<file path="src/sv/mfdf_pkg.sv">
// ----------------------------------------------------------------------------
// Motor feedback decode filter package
// Types and constants shared by the feedback decoder modules.
// ----------------------------------------------------------------------------
package mfdf_pkg;

    localparam logic [8:0] MOTOR_COUNT   = 9'd8;
    localparam logic [8:0] TOGGLE_PERIOD = 9'd500;

    localparam logic [47:0] PI_Q46      = 48'hC90FDAA22169;
    localparam logic [23:0] PI_HI       = PI_Q46[47:24];
    localparam logic [23:0] PI_LO       = PI_Q46[23:0];
    localparam logic [63:0] ANGLE_ROUND = 64'h0000_0200_0000_0000;

    localparam int ADDR_W = 3;
    localparam logic REG_MOTOR_NUMBER = 1'b0;
    localparam logic REG_ID_BASE      = 1'b1;

    localparam logic [7:0]  MOTOR_NUMBER_RESET = 8'd1;
    localparam logic [10:0] ID_BASE_RESET      = 11'd512;

    typedef struct packed {
        logic [7:0]  motor_number;
        logic [10:0] feedback_id_base;
    } t_cfg;

    typedef struct packed {
        logic               frame_matched;
        logic [15:0]        angle_raw;
        logic signed [15:0] speed_raw;
        logic signed [15:0] current_raw;
        logic [7:0]         temperature;
        logic signed [27:0] speed_radps;
        logic [2:0]         indicator_toggle;
        logic [39:0]        ang_hi_prod;
        logic [39:0]        ang_lo_prod;
    } t_mid;

endpackage

</file>
<file path="src/sv/mfdf_frame_if.sv">
// ----------------------------------------------------------------------------
// Feedback frame channel
// Valid/ready channel that carries one received feedback frame per word.
// ----------------------------------------------------------------------------
interface mfdf_frame_if;
    logic        valid;
    logic        ready;
    logic [10:0] frame_ident;
    logic [7:0]  byte0;
    logic [7:0]  byte1;
    logic [7:0]  byte2;
    logic [7:0]  byte3;
    logic [7:0]  byte4;
    logic [7:0]  byte5;
    logic [7:0]  byte6;

    modport source (
        output valid, frame_ident, byte0, byte1, byte2, byte3, byte4, byte5, byte6,
        input  ready
    );

    modport sink (
        input  valid, frame_ident, byte0, byte1, byte2, byte3, byte4, byte5, byte6,
        output ready
    );
endinterface

</file>
<file path="src/sv/mfdf_result_if.sv">
// ----------------------------------------------------------------------------
// Decoded feedback channel
// Valid/ready channel that carries one decoded feedback result per word.
// ----------------------------------------------------------------------------
interface mfdf_result_if;
    logic               valid;
    logic               ready;
    logic               frame_matched;
    logic [15:0]        angle_raw;
    logic signed [15:0] speed_raw;
    logic signed [15:0] current_raw;
    logic [7:0]         temperature;
    logic [21:0]        angle_radians;
    logic signed [27:0] speed_radps;
    logic [2:0]         indicator_toggle;

    modport source (
        output valid, frame_matched, angle_raw, speed_raw, current_raw, temperature,
               angle_radians, speed_radps, indicator_toggle,
        input  ready
    );

    modport sink (
        input  valid, frame_matched, angle_raw, speed_raw, current_raw, temperature,
               angle_radians, speed_radps, indicator_toggle,
        output ready
    );
endinterface

</file>
<file path="src/sv/motor_feedback_decode_filter.sv">
// ----------------------------------------------------------------------------
// Motor feedback decode filter
// Decodes motor feedback frames and low-pass filters speed for motors 0 to 7.
// ----------------------------------------------------------------------------
// Every frame word yields exactly one result word after the input, decode
// and result registers, and a new frame is taken in every cycle in which
// the result register is empty or its word is being taken. The speed filter
// closes its recurrence in the decode stage, so throughput is one frame per
// clock while results are taken; the angle conversion product is split
// across the decode and output stages. Frames match when the identifier
// minus the base, modulo 256, equals the motor number; a match updates the
// held values and match counter; every 500th match pulses the indicator mask.
module motor_feedback_decode_filter (
    input  logic                        i_clk,
    input  logic                        i_rst_n,
    mfdf_frame_if.sink                  i_frame,
    mfdf_result_if.source               o_result,
    input  logic                        psel,
    input  logic                        penable,
    input  logic                        pwrite,
    input  logic [mfdf_pkg::ADDR_W-1:0] paddr,
    input  logic [31:0]                 pwdata,
    output logic [31:0]                 prdata,
    output logic                        pready
);

    mfdf_pkg::t_cfg cfg;
    mfdf_pkg::t_mid mid;
    logic           mid_valid;
    logic           advance;

    mfdf_regs u_regs (
        .i_clk   (i_clk),
        .i_rst_n (i_rst_n),
        .psel    (psel),
        .penable (penable),
        .pwrite  (pwrite),
        .paddr   (paddr),
        .pwdata  (pwdata),
        .prdata  (prdata),
        .pready  (pready),
        .o_cfg   (cfg)
    );

    mfdf_core u_core (
        .i_clk       (i_clk),
        .i_rst_n     (i_rst_n),
        .i_frame     (i_frame),
        .i_cfg       (cfg),
        .i_advance   (advance),
        .o_mid_valid (mid_valid),
        .o_mid       (mid)
    );

    mfdf_out u_out (
        .i_clk       (i_clk),
        .i_rst_n     (i_rst_n),
        .i_mid_valid (mid_valid),
        .i_mid       (mid),
        .o_advance   (advance),
        .o_result    (o_result)
    );

endmodule

</file>
<file path="src/sv/mfdf_regs.sv">
// ----------------------------------------------------------------------------
// Configuration registers
// APB-style register file holding the motor number and the identifier base.
// ----------------------------------------------------------------------------
module mfdf_regs (
    input  logic                        i_clk,
    input  logic                        i_rst_n,
    input  logic                        psel,
    input  logic                        penable,
    input  logic                        pwrite,
    input  logic [mfdf_pkg::ADDR_W-1:0] paddr,
    input  logic [31:0]                 pwdata,
    output logic [31:0]                 prdata,
    output logic                        pready,
    output mfdf_pkg::t_cfg              o_cfg
);

    logic [7:0]  r_motor_number;
    logic [10:0] r_id_base;
    logic        wr_en;
    logic        sel;

    assign sel    = paddr[2];
    assign wr_en  = psel && penable && pwrite;
    assign pready = 1'b1;

    always_ff @(posedge i_clk) begin
        if (!i_rst_n) begin
            r_motor_number <= mfdf_pkg::MOTOR_NUMBER_RESET;
            r_id_base      <= mfdf_pkg::ID_BASE_RESET;
        end else if (wr_en) begin
            case (sel)
                mfdf_pkg::REG_MOTOR_NUMBER: r_motor_number <= pwdata[7:0];
                mfdf_pkg::REG_ID_BASE:      r_id_base      <= pwdata[10:0];
                default: ;
            endcase
        end
    end

    always_comb begin
        case (sel)
            mfdf_pkg::REG_MOTOR_NUMBER: prdata = {24'd0, r_motor_number};
            mfdf_pkg::REG_ID_BASE:      prdata = {21'd0, r_id_base};
            default:                    prdata = 32'd0;
        endcase
    end

    assign o_cfg.motor_number     = r_motor_number;
    assign o_cfg.feedback_id_base = r_id_base;

endmodule

</file>
<file path="src/sv/mfdf_core.sv">
// ----------------------------------------------------------------------------
// Feedback decode core
// Input register, frame match, held values, match counter and speed filter.
// ----------------------------------------------------------------------------
module mfdf_core (
    input  logic           i_clk,
    input  logic           i_rst_n,
    mfdf_frame_if.sink     i_frame,
    input  mfdf_pkg::t_cfg i_cfg,
    input  logic           i_advance,
    output logic           o_mid_valid,
    output mfdf_pkg::t_mid o_mid
);

    logic               r_in_valid;
    logic [10:0]        r_ident;
    logic [15:0]        r_angle_in;
    logic [15:0]        r_speed_in;
    logic [15:0]        r_current_in;
    logic [7:0]         r_temp_in;

    logic [15:0]        r_held_angle;
    logic signed [15:0] r_held_speed;
    logic signed [15:0] r_held_current;
    logic [7:0]         r_held_temp;
    logic [8:0]         r_count;
    logic signed [27:0] r_filt;

    logic               r_mid_valid;
    mfdf_pkg::t_mid     r_mid;

    logic               match;
    logic [15:0]        n_held_angle;
    logic signed [15:0] n_held_speed;
    logic signed [15:0] n_held_current;
    logic [7:0]         n_held_temp;
    logic [8:0]         count_inc;
    logic               wrap;
    logic [8:0]         n_count;
    logic [2:0]         toggle;
    logic signed [27:0] raw_speed;
    logic signed [45:0] acc;
    logic signed [27:0] filt_new;
    logic               bypass;
    logic signed [27:0] n_filt;
    mfdf_pkg::t_mid     n_mid;

    function automatic logic [2:0] toggle_mask(input logic [7:0] motor);
        case (motor)
            8'd1:    toggle_mask = 3'b001;
            8'd2:    toggle_mask = 3'b010;
            8'd3:    toggle_mask = 3'b100;
            8'd4:    toggle_mask = 3'b111;
            default: toggle_mask = 3'b000;
        endcase
    endfunction

    assign i_frame.ready = i_advance;

    always_comb begin
        match          = (r_ident[7:0] - i_cfg.feedback_id_base[7:0]) == i_cfg.motor_number;
        n_held_angle   = match ? r_angle_in : r_held_angle;
        n_held_speed   = match ? $signed(r_speed_in) : r_held_speed;
        n_held_current = match ? $signed(r_current_in) : r_held_current;
        n_held_temp    = match ? r_temp_in : r_held_temp;

        count_inc = match ? r_count + 9'd1 : r_count;
        wrap      = count_inc == mfdf_pkg::TOGGLE_PERIOD;
        n_count   = wrap ? 9'd0 : count_inc;
        toggle    = wrap ? toggle_mask(i_cfg.motor_number) : 3'b000;

        raw_speed = 28'(32'(n_held_speed) * 32'sd2560);
        acc       = 46'(r_filt) * 46'sd13107
                  + 46'(n_held_speed) * 46'sd134218240
                  + 46'sd32768;
        filt_new  = acc[43:16];
        bypass    = {1'b0, i_cfg.motor_number} >= mfdf_pkg::MOTOR_COUNT;
        n_filt    = bypass ? r_filt : filt_new;

        n_mid.frame_matched    = match;
        n_mid.angle_raw        = n_held_angle;
        n_mid.speed_raw        = n_held_speed;
        n_mid.current_raw      = n_held_current;
        n_mid.temperature      = n_held_temp;
        n_mid.speed_radps      = bypass ? raw_speed : filt_new;
        n_mid.indicator_toggle = toggle;
        n_mid.ang_hi_prod      = n_held_angle * mfdf_pkg::PI_HI;
        n_mid.ang_lo_prod      = n_held_angle * mfdf_pkg::PI_LO;
    end

    always_ff @(posedge i_clk) begin
        if (!i_rst_n) begin
            r_in_valid     <= 1'b0;
            r_mid_valid    <= 1'b0;
            r_held_angle   <= '0;
            r_held_speed   <= '0;
            r_held_current <= '0;
            r_held_temp    <= '0;
            r_count        <= '0;
            r_filt         <= '0;
        end else if (i_advance) begin
            r_in_valid  <= i_frame.valid;
            r_mid_valid <= r_in_valid;
            if (r_in_valid) begin
                r_held_angle   <= n_held_angle;
                r_held_speed   <= n_held_speed;
                r_held_current <= n_held_current;
                r_held_temp    <= n_held_temp;
                r_count        <= n_count;
                r_filt         <= n_filt;
            end
        end
    end

    always_ff @(posedge i_clk) begin
        if (i_advance) begin
            r_ident      <= i_frame.frame_ident;
            r_angle_in   <= {i_frame.byte0, i_frame.byte1};
            r_speed_in   <= {i_frame.byte2, i_frame.byte3};
            r_current_in <= {i_frame.byte4, i_frame.byte5};
            r_temp_in    <= i_frame.byte6;
            r_mid        <= n_mid;
        end
    end

    assign o_mid_valid = r_mid_valid;
    assign o_mid       = r_mid;

endmodule

</file>
<file path="src/sv/mfdf_out.sv">
// ----------------------------------------------------------------------------
// Output stage
// Final angle conversion sum and the result register of the output channel.
// ----------------------------------------------------------------------------
module mfdf_out (
    input  logic           i_clk,
    input  logic           i_rst_n,
    input  logic           i_mid_valid,
    input  mfdf_pkg::t_mid i_mid,
    output logic           o_advance,
    mfdf_result_if.source  o_result
);

    logic               r_valid;
    logic               r_matched;
    logic [15:0]        r_angle_raw;
    logic signed [15:0] r_speed_raw;
    logic signed [15:0] r_current_raw;
    logic [7:0]         r_temperature;
    logic [21:0]        r_angle_radians;
    logic signed [27:0] r_speed_radps;
    logic [2:0]         r_toggle;
    logic [63:0]        angle_sum;

    assign o_advance = !r_valid || o_result.ready;

    assign angle_sum = {i_mid.ang_hi_prod, 24'd0} + {24'd0, i_mid.ang_lo_prod}
                     + mfdf_pkg::ANGLE_ROUND;

    always_ff @(posedge i_clk) begin
        if (!i_rst_n) begin
            r_valid <= 1'b0;
        end else if (o_advance) begin
            r_valid <= i_mid_valid;
        end
    end

    always_ff @(posedge i_clk) begin
        if (o_advance) begin
            r_matched       <= i_mid.frame_matched;
            r_angle_raw     <= i_mid.angle_raw;
            r_speed_raw     <= i_mid.speed_raw;
            r_current_raw   <= i_mid.current_raw;
            r_temperature   <= i_mid.temperature;
            r_angle_radians <= angle_sum[63:42];
            r_speed_radps   <= i_mid.speed_radps;
            r_toggle        <= i_mid.indicator_toggle;
        end
    end

    assign o_result.valid            = r_valid;
    assign o_result.frame_matched    = r_matched;
    assign o_result.angle_raw        = r_angle_raw;
    assign o_result.speed_raw        = r_speed_raw;
    assign o_result.current_raw      = r_current_raw;
    assign o_result.temperature      = r_temperature;
    assign o_result.angle_radians    = r_angle_radians;
    assign o_result.speed_radps      = r_speed_radps;
    assign o_result.indicator_toggle = r_toggle;

endmodule

</file>
<file path="src/flat_wrapper.sv">
// flat-port wrapper written by rule: the top's interface ports become plain ports
module motor_feedback_decode_filter_flat 
  (i_clk, i_rst_n, psel, penable, pwrite, paddr, pwdata, prdata, pready, i_frame_valid, i_frame_frame_ident, i_frame_byte0, i_frame_byte1, i_frame_byte2, i_frame_byte3, i_frame_byte4, i_frame_byte5, i_frame_byte6, i_frame_ready, o_result_valid, o_result_frame_matched, o_result_angle_raw, o_result_speed_raw, o_result_current_raw, o_result_temperature, o_result_angle_radians, o_result_speed_radps, o_result_indicator_toggle, o_result_ready);
  mfdf_frame_if i_frame_i ();
  mfdf_result_if o_result_i ();
  input  logic i_clk;
  input  logic i_rst_n;
  input  logic psel;
  input  logic penable;
  input  logic pwrite;
  input  logic [mfdf_pkg::ADDR_W-1:0] paddr;
  input  logic [31:0] pwdata;
  output logic [31:0] prdata;
  output logic pready;
  input wire logic [$bits(i_frame_i.valid)-1:0] i_frame_valid;
  input wire logic [$bits(i_frame_i.frame_ident)-1:0] i_frame_frame_ident;
  input wire logic [$bits(i_frame_i.byte0)-1:0] i_frame_byte0;
  input wire logic [$bits(i_frame_i.byte1)-1:0] i_frame_byte1;
  input wire logic [$bits(i_frame_i.byte2)-1:0] i_frame_byte2;
  input wire logic [$bits(i_frame_i.byte3)-1:0] i_frame_byte3;
  input wire logic [$bits(i_frame_i.byte4)-1:0] i_frame_byte4;
  input wire logic [$bits(i_frame_i.byte5)-1:0] i_frame_byte5;
  input wire logic [$bits(i_frame_i.byte6)-1:0] i_frame_byte6;
  output wire logic [$bits(i_frame_i.ready)-1:0] i_frame_ready;
  output wire logic [$bits(o_result_i.valid)-1:0] o_result_valid;
  output wire logic [$bits(o_result_i.frame_matched)-1:0] o_result_frame_matched;
  output wire logic [$bits(o_result_i.angle_raw)-1:0] o_result_angle_raw;
  output wire logic [$bits(o_result_i.speed_raw)-1:0] o_result_speed_raw;
  output wire logic [$bits(o_result_i.current_raw)-1:0] o_result_current_raw;
  output wire logic [$bits(o_result_i.temperature)-1:0] o_result_temperature;
  output wire logic [$bits(o_result_i.angle_radians)-1:0] o_result_angle_radians;
  output wire logic [$bits(o_result_i.speed_radps)-1:0] o_result_speed_radps;
  output wire logic [$bits(o_result_i.indicator_toggle)-1:0] o_result_indicator_toggle;
  input wire logic [$bits(o_result_i.ready)-1:0] o_result_ready;
  assign i_frame_i.valid = i_frame_valid;
  assign i_frame_i.frame_ident = i_frame_frame_ident;
  assign i_frame_i.byte0 = i_frame_byte0;
  assign i_frame_i.byte1 = i_frame_byte1;
  assign i_frame_i.byte2 = i_frame_byte2;
  assign i_frame_i.byte3 = i_frame_byte3;
  assign i_frame_i.byte4 = i_frame_byte4;
  assign i_frame_i.byte5 = i_frame_byte5;
  assign i_frame_i.byte6 = i_frame_byte6;
  assign i_frame_ready = i_frame_i.ready;
  assign o_result_valid = o_result_i.valid;
  assign o_result_frame_matched = o_result_i.frame_matched;
  assign o_result_angle_raw = o_result_i.angle_raw;
  assign o_result_speed_raw = o_result_i.speed_raw;
  assign o_result_current_raw = o_result_i.current_raw;
  assign o_result_temperature = o_result_i.temperature;
  assign o_result_angle_radians = o_result_i.angle_radians;
  assign o_result_speed_radps = o_result_i.speed_radps;
  assign o_result_indicator_toggle = o_result_i.indicator_toggle;
  assign o_result_i.ready = o_result_ready;
  motor_feedback_decode_filter u_core (.i_clk(i_clk), .i_rst_n(i_rst_n), .i_frame(i_frame_i), .o_result(o_result_i), .psel(psel), .penable(penable), .pwrite(pwrite), .paddr(paddr), .pwdata(pwdata), .prdata(prdata), .pready(pready));
endmodule
</file>
<file path="config.mk">
export PLATFORM = sky130hd
export DESIGN_NAME = motor_feedback_decode_filter_flat
export DESIGN_NICKNAME = d
export VERILOG_FILES = /design/src/sv/mfdf_pkg.sv /design/src/sv/mfdf_frame_if.sv /design/src/sv/mfdf_result_if.sv /design/src/sv/motor_feedback_decode_filter.sv /design/src/sv/mfdf_regs.sv /design/src/sv/mfdf_core.sv /design/src/sv/mfdf_out.sv /design/src/flat_wrapper.sv
export SDC_FILE = /design/constraint.sdc
export NUM_CORES = 2
export LEC_CHECK = 0
export BUFFER_PORTS_ARGS = -buffer_cell sky130_fd_sc_hd__buf_2
export CAP_MARGIN = 20
export CORE_MARGIN = 4
export CORE_UTILIZATION = 68
export CTS_CLUSTER_DIAMETER = 40
export DETAILED_ROUTE_END_ITERATION = 6
export PLACE_DENSITY_LB_ADDON = 0.3
export SKIP_LAST_GASP = 1
export SYNTH_ARGS = -nofsm -noshare
export SYNTH_HDL_FRONTEND = slang
export SYNTH_SLANG_ARGS = --single-unit
</file>
<file path="constraint.sdc">
create_clock -name i_clk -period 31.8 [get_ports i_clk]
set_input_delay 9.54 -clock i_clk [delete_from_list [all_inputs] [get_ports i_clk]]
set_output_delay 9.54 -clock i_clk [all_outputs]
set_load 0.005 [all_outputs]
</file>
== Word-level counts from Yosys, hierarchy flattened ==
Cells that the tools add are included.

* $add $sub $neg: 6
* Multipliers: 5
* Divide/modulo/power cells: 0
* Order comparisons: 1
* Equal/unequal tests: 6
* Shift operators: 0
* Mux-type cells: 9
* Bitwise operators: 2
* Reductions and logical operators: 8

{| class="wikitable"
|+ Operator list
! operator !! count
|-
| $add A64 B40 Y64 || 1
|-
| $add A64 B42 Y64 const B || 1
|-
| $pmux W32 S2 || 1
|-
| $mux W16 || 3
|-
| $add A43 B44 Y44 || 1
|-
| $add A44 B17 Y44 const B || 1
|-
| $mul A28 B15 Y43 const B || 1
|-
| $mul A16 B24 Y40 const B || 1
|-
| $mul A16 B23 Y39 const B || 1
|-
| $mul A16 B20 Y35 const B || 1
|-
| $mux W28 || 1
|-
| $mul A16 B4 Y19 const B || 1
|-
| $mux W9 || 2
|-
| $eq A8 B2 Y1 const B || 2
|-
| $pmux W3 S4 || 1
|-
| $add A9 B1 Y9 const B || 1
|-
| $eq A9 B9 Y1 const B || 1
|-
| $eq A8 B1 Y1 const B || 1
|-
| $eq A8 B3 Y1 const B || 1
|-
| $eq A8 B8 Y1 || 1
|-
| $ge A8 B4 Y1 const B || 1
|-
| $mux W8 || 1
|-
| $sub A8 B8 Y8 || 1
|-
| $reduce_and A2 Y1 || 3
|-
| other kinds (5) || 7
|}

* Register bits after elaboration: 456
* Bits in latches: 0
* Memory bits (writable): 0
* Bits in read-only memories: 0
* Input bits: 109
* Output and inout port bits: 145
* Word-level logic and storage cells: 71
* Memories: 0

== Longest topological paths before layout ==
* Depth in word-level cells: 7
* Gate-level depth with buffers: 40
* Mapped depth without buffers: 37

== Cells and area by module ==
Synthesis repeated with hierarchy kept, for this count alone.

* Cells, all modules: 3615
* Area total of the unflattened synthesis: 38754.7 um^2

{| class="wikitable"
|+ Modules (own cells, without submodules)
! module !! instances !! cells an instance !! area an instance (um^2)
|-
| mfdf_core || 1 || 3265 || 33468.3
|-
| mfdf_out || 1 || 238 || 4245.3
|-
| mfdf_regs || 1 || 112 || 1041.0
|}

== Least setup slack after synthesis ==
OpenSTA, ideal clock, no wires.

* Path kind: input port to output port
* Start: input port o_result_ready
* End: output port i_frame_ready
* Arrival time: 15744 ps
* Setup slack: 6516 ps
* Cell stages on the path: 2
* Buffers on the path: 0
* Cells stage by stage: nor2b_1 inv_1

* Longest elaborated chain between the ends: 1

{| class="wikitable"
|+ Ends and longest elaborated chain
! item !! line !! RTL
|-
| start, declared || flat_wrapper.sv:34 || <nowiki>input wire logic [$bits(o_result_i.ready)-1:0] o_result_ready;</nowiki>
|-
| $logic_or A1 B1 Y1 || mfdf_out.sv:25 || <nowiki>assign o_advance = !r_valid || o_result.ready;</nowiki>
|-
| end, declared || flat_wrapper.sv:24 || <nowiki>output wire logic [$bits(i_frame_i.ready)-1:0] i_frame_ready;</nowiki>
|}

Every way passes these cells.

== Worst setup path after layout ==
Same ends and word-level chain as after synthesis.

==> results.toml <==
[worst_setup_path]
endpoint = "i_frame_ready"
path_buf_inv = 3
worstSetupEndpointType = "output port"
reg2reg_to = "u_core.u_core.o_mid[71]$_DFFE_PN_"
cp_common_cell = "buf_2"
crit_slowest_cell = "nor2b_1"
cp_num_cells = 4
worstReg2RegStart = "u_core.u_core.r_ident[0]$_DFFE_PN_"
required_ns = 22.26
ff2ff_path_depth = 32
critPathArrivalTime_ns = 10.66
cp_cell_sequence = "buf_2 > nor2b_1 > inv_8 > buf_2"
path_class = "primary input to output port"
crit_path_start_kind = "primary input"
critical_path.max_fanout = 48
crit_start = "o_result_ready"
critPathMaxStageDelay_ns = 0.44
cpLargestDelayFamily = "buffers and inverters"
r2r_slack_ns = 21.10

[clocking]
insertion_delay_ns = 0.63
postCtsResizedCells = 0
cts_sinks = 429
clockBufferDepth = 3
postCtsSetupRepairBufs = 0
root_buffer = "clkbuf_16"
cts_hold_buf = 0
htreeDepth = 2
cts_tree = "done"
numCtsBuffers = 59
clk_pin_slew_ns = 0.06

[timing]
fin_crit_ns = 20.20
drv_slew = 0
clock.fmax_mhz = 49.5
final.setup.worst_slack_ns = 11.60
worst_pin_slew_ns = 1.14
relSlewSlack_pct = 22.9
tns_ns = 0
final_hold_viol_count = 0
setup_viol = 0
clock_skew_ns = 0.0324
rsz0062_at_grt = "false"
period_share_pct = 63.5

[yosys]
synth_edf_count = 314
synth_top_area_share_pct = 25.4
synth_top_area_cell = "edfxtp_1"
synthFlopType = "edfxtp_1"
yosysUniqueCellTypes = 78
ys_ff_latch = 429
synth_area_leaders = "edfxtp_1, fa_1, ha_1"
syn_inst = 3483
seq_area_frac_synth_pct = 31.6
synth_area_sq_um = 37200
ys_warn_count = 0
syn_avg_cell_area_sq_um = 10.7
async_reset_ff_share_pct = 0

[cells_and_area]
fillers = 3503
fin_util_pct = 76.1
final_common_cell = "inv_1"
regArea_sq_um = 11700
multi_input_area_sq_um = 22500
layout_common_cells = "inv_1, ha_1, fa_1, edfxtp_1, nand2_1"
drive_gt1_share_pct = 10.1
syn2layout_area_growth_pct = 10.4
fin_nets = 4759

[die]
num_rows = 85
start_util_pct = 68.9
design.portCount = 254
die_width_um = 242
die-area_sq_um = 58400
core_sq_um = 53900
die_y_um = 242

[global_route]
gr-total-overflow = 0
grt_pass1_vias = 26775
grt.total_usage_pct = 31.3
grt_start_max_net_pins = 199
grt_pass1_wl_um = 144000
antenna_found_initial = 4

[pwr]
powerDensity_nw_per_um2 = 104
leakage_uw = 0.0212
irDropWorstVdd_v = 0.000104

[run]
max-cap-violations = 0

[route]
ant_nets = 0
routed_wl_um = 90800
drt_iter0_drc = 1956
dr.pass1.iters = 5
vias = 25821
wl_per_cell_um = 20.4
drc_errors = 0
viasPerCell = 5.79

[placement]
place_ws_ns = 11.60
io_buffer_count = 205
dp_hpwl_um = 71100
gp_congestion = 0.952

[worst_hold_path]
hp-class = "flip-flop to flip-flop"

[status]
status = "finished clean"
-- cells by family (layout without fill, tap and decap cells) --
logic type | count (synthesis) | count (layout) | synth area share (%)
simple gates | 707 | 707 | 8.45
compound gates | 412 | 412 | 7.30
xor+xnor | 175 | 175 | 4.13
other cells | 2 | 27 | 0.0202
mux | 32 | 32 | 0.930
buf+inv | 781 | 1034 | 8.15
fa+ha+maj | 945 | 945 | 39.4
flops | 429 | 429 | 31.6
-- worst min path at each step --
stage          cells after the start                               start                                              end
2_1_floorplan                      0  u_core.u_core.o_mid[161]$_DFFE_PN_    u_core.u_out.o_result.angle_raw[10]$_DFFE_PN_
3_3_place_gp                       0  u_core.u_core.o_mid[160]$_DFFE_PN_     u_core.u_out.o_result.angle_raw[9]$_DFFE_PN_
3_5_place_dp                       0  u_core.u_core.o_mid[132]$_DFFE_PN_  u_core.u_out.o_result.current_raw[13]$_DFFE_PN_
4_1_cts                            0  u_core.u_core.o_mid[109]$_DFFE_PN_  u_core.u_out.o_result.speed_radps[26]$_DFFE_PN_
5_1_grt                            0  u_core.u_core.o_mid[109]$_DFFE_PN_  u_core.u_out.o_result.speed_radps[26]$_DFFE_PN_
6_report                           0  u_core.u_core.o_mid[109]$_DFFE_PN_  u_core.u_out.o_result.speed_radps[26]$_DFFE_PN_
-- power breakdown --
group | leakage [uW] | switching (uW) | internal, uW | total [uW]
clock network | 0.00100 | 272 | 406 | 679
logic | 0.0157 | 1640 | 1060 | 2700
registers | 0.00445 | 69.9 | 803 | 873
total | 0.0212 | 1980 | 2270 | 4250
-- metrics by stage --
stage          cells  hold slack (ns)  area, sq um  power (uW)
4_1_cts         4452            0.408        41000        4240
5_1_grt         4454            0.405        41000        4650
2_1_floorplan   3503            0.400        37200        2790
6_report        4457            0.407        41000        4250
3_5_place_dp    4340            0.405        38900        3510
3_3_place_gp    4340            0.401        38900        3410
-- worst register-to-register path: cells and delay by family, from the launching register on --
family / cells / cell delay [ns]
xor+xnor: 1 / 0.11
buf+inv: 7 / 1.46
compound gates: 9 / 2.27
fa+ha+maj: 9 / 4.19
mux: 2 / 0.77
flops: 1 / 0.32
simple gates: 4 / 1.32
-- Yosys cell counts (all sizes together) (32+ instances only) --
cell / instances
inv: 692
a21oi: 137
a211oi: 32
fa: 377
nor2: 227
nand3: 44
ha: 568
buf: 37
clkbuf: 52
o21ai: 63
xnor2: 116
nand2: 249
dfxtp: 115
a21o: 48
nor3: 69
edfxtp: 314
xor2: 59
-- layer usage --
layer / up-vias / global-route usage, % / wire length (um)
met5: - / 0 / 13
met4: 2 / 11.7 / 3750
met3: 227 / 6.74 / 8190
met2: 1085 / 50.7 / 42200
met1: 12570 / 42.2 / 36600
li1: 11937 / - / -
-- sequential cells by signal (all words and copies together) (netlist names), 22 cells and up --
name                                 cells
u_core.u_out.o_result.speed_radps       28
u_core.u_core.o_mid                    140
u_core.u_out.o_result.angle_radians     22
u_core.u_core.r_filt                    28
-- cell type report --
cell class / count / area share, %
Multi-Input combinational cell: 2293 / 54.8
Clock inverter: 43 / 1.26
Antenna cell: 5 / 0.0305
Clock buffer: 69 / 3.84
Tap cell: 696 / 2.12
Sequential cell: 429 / 28.6
Inverter: 692 / 6.35
Timing Repair Buffer: 230 / 2.99
(Power assumes the default switching activity.)
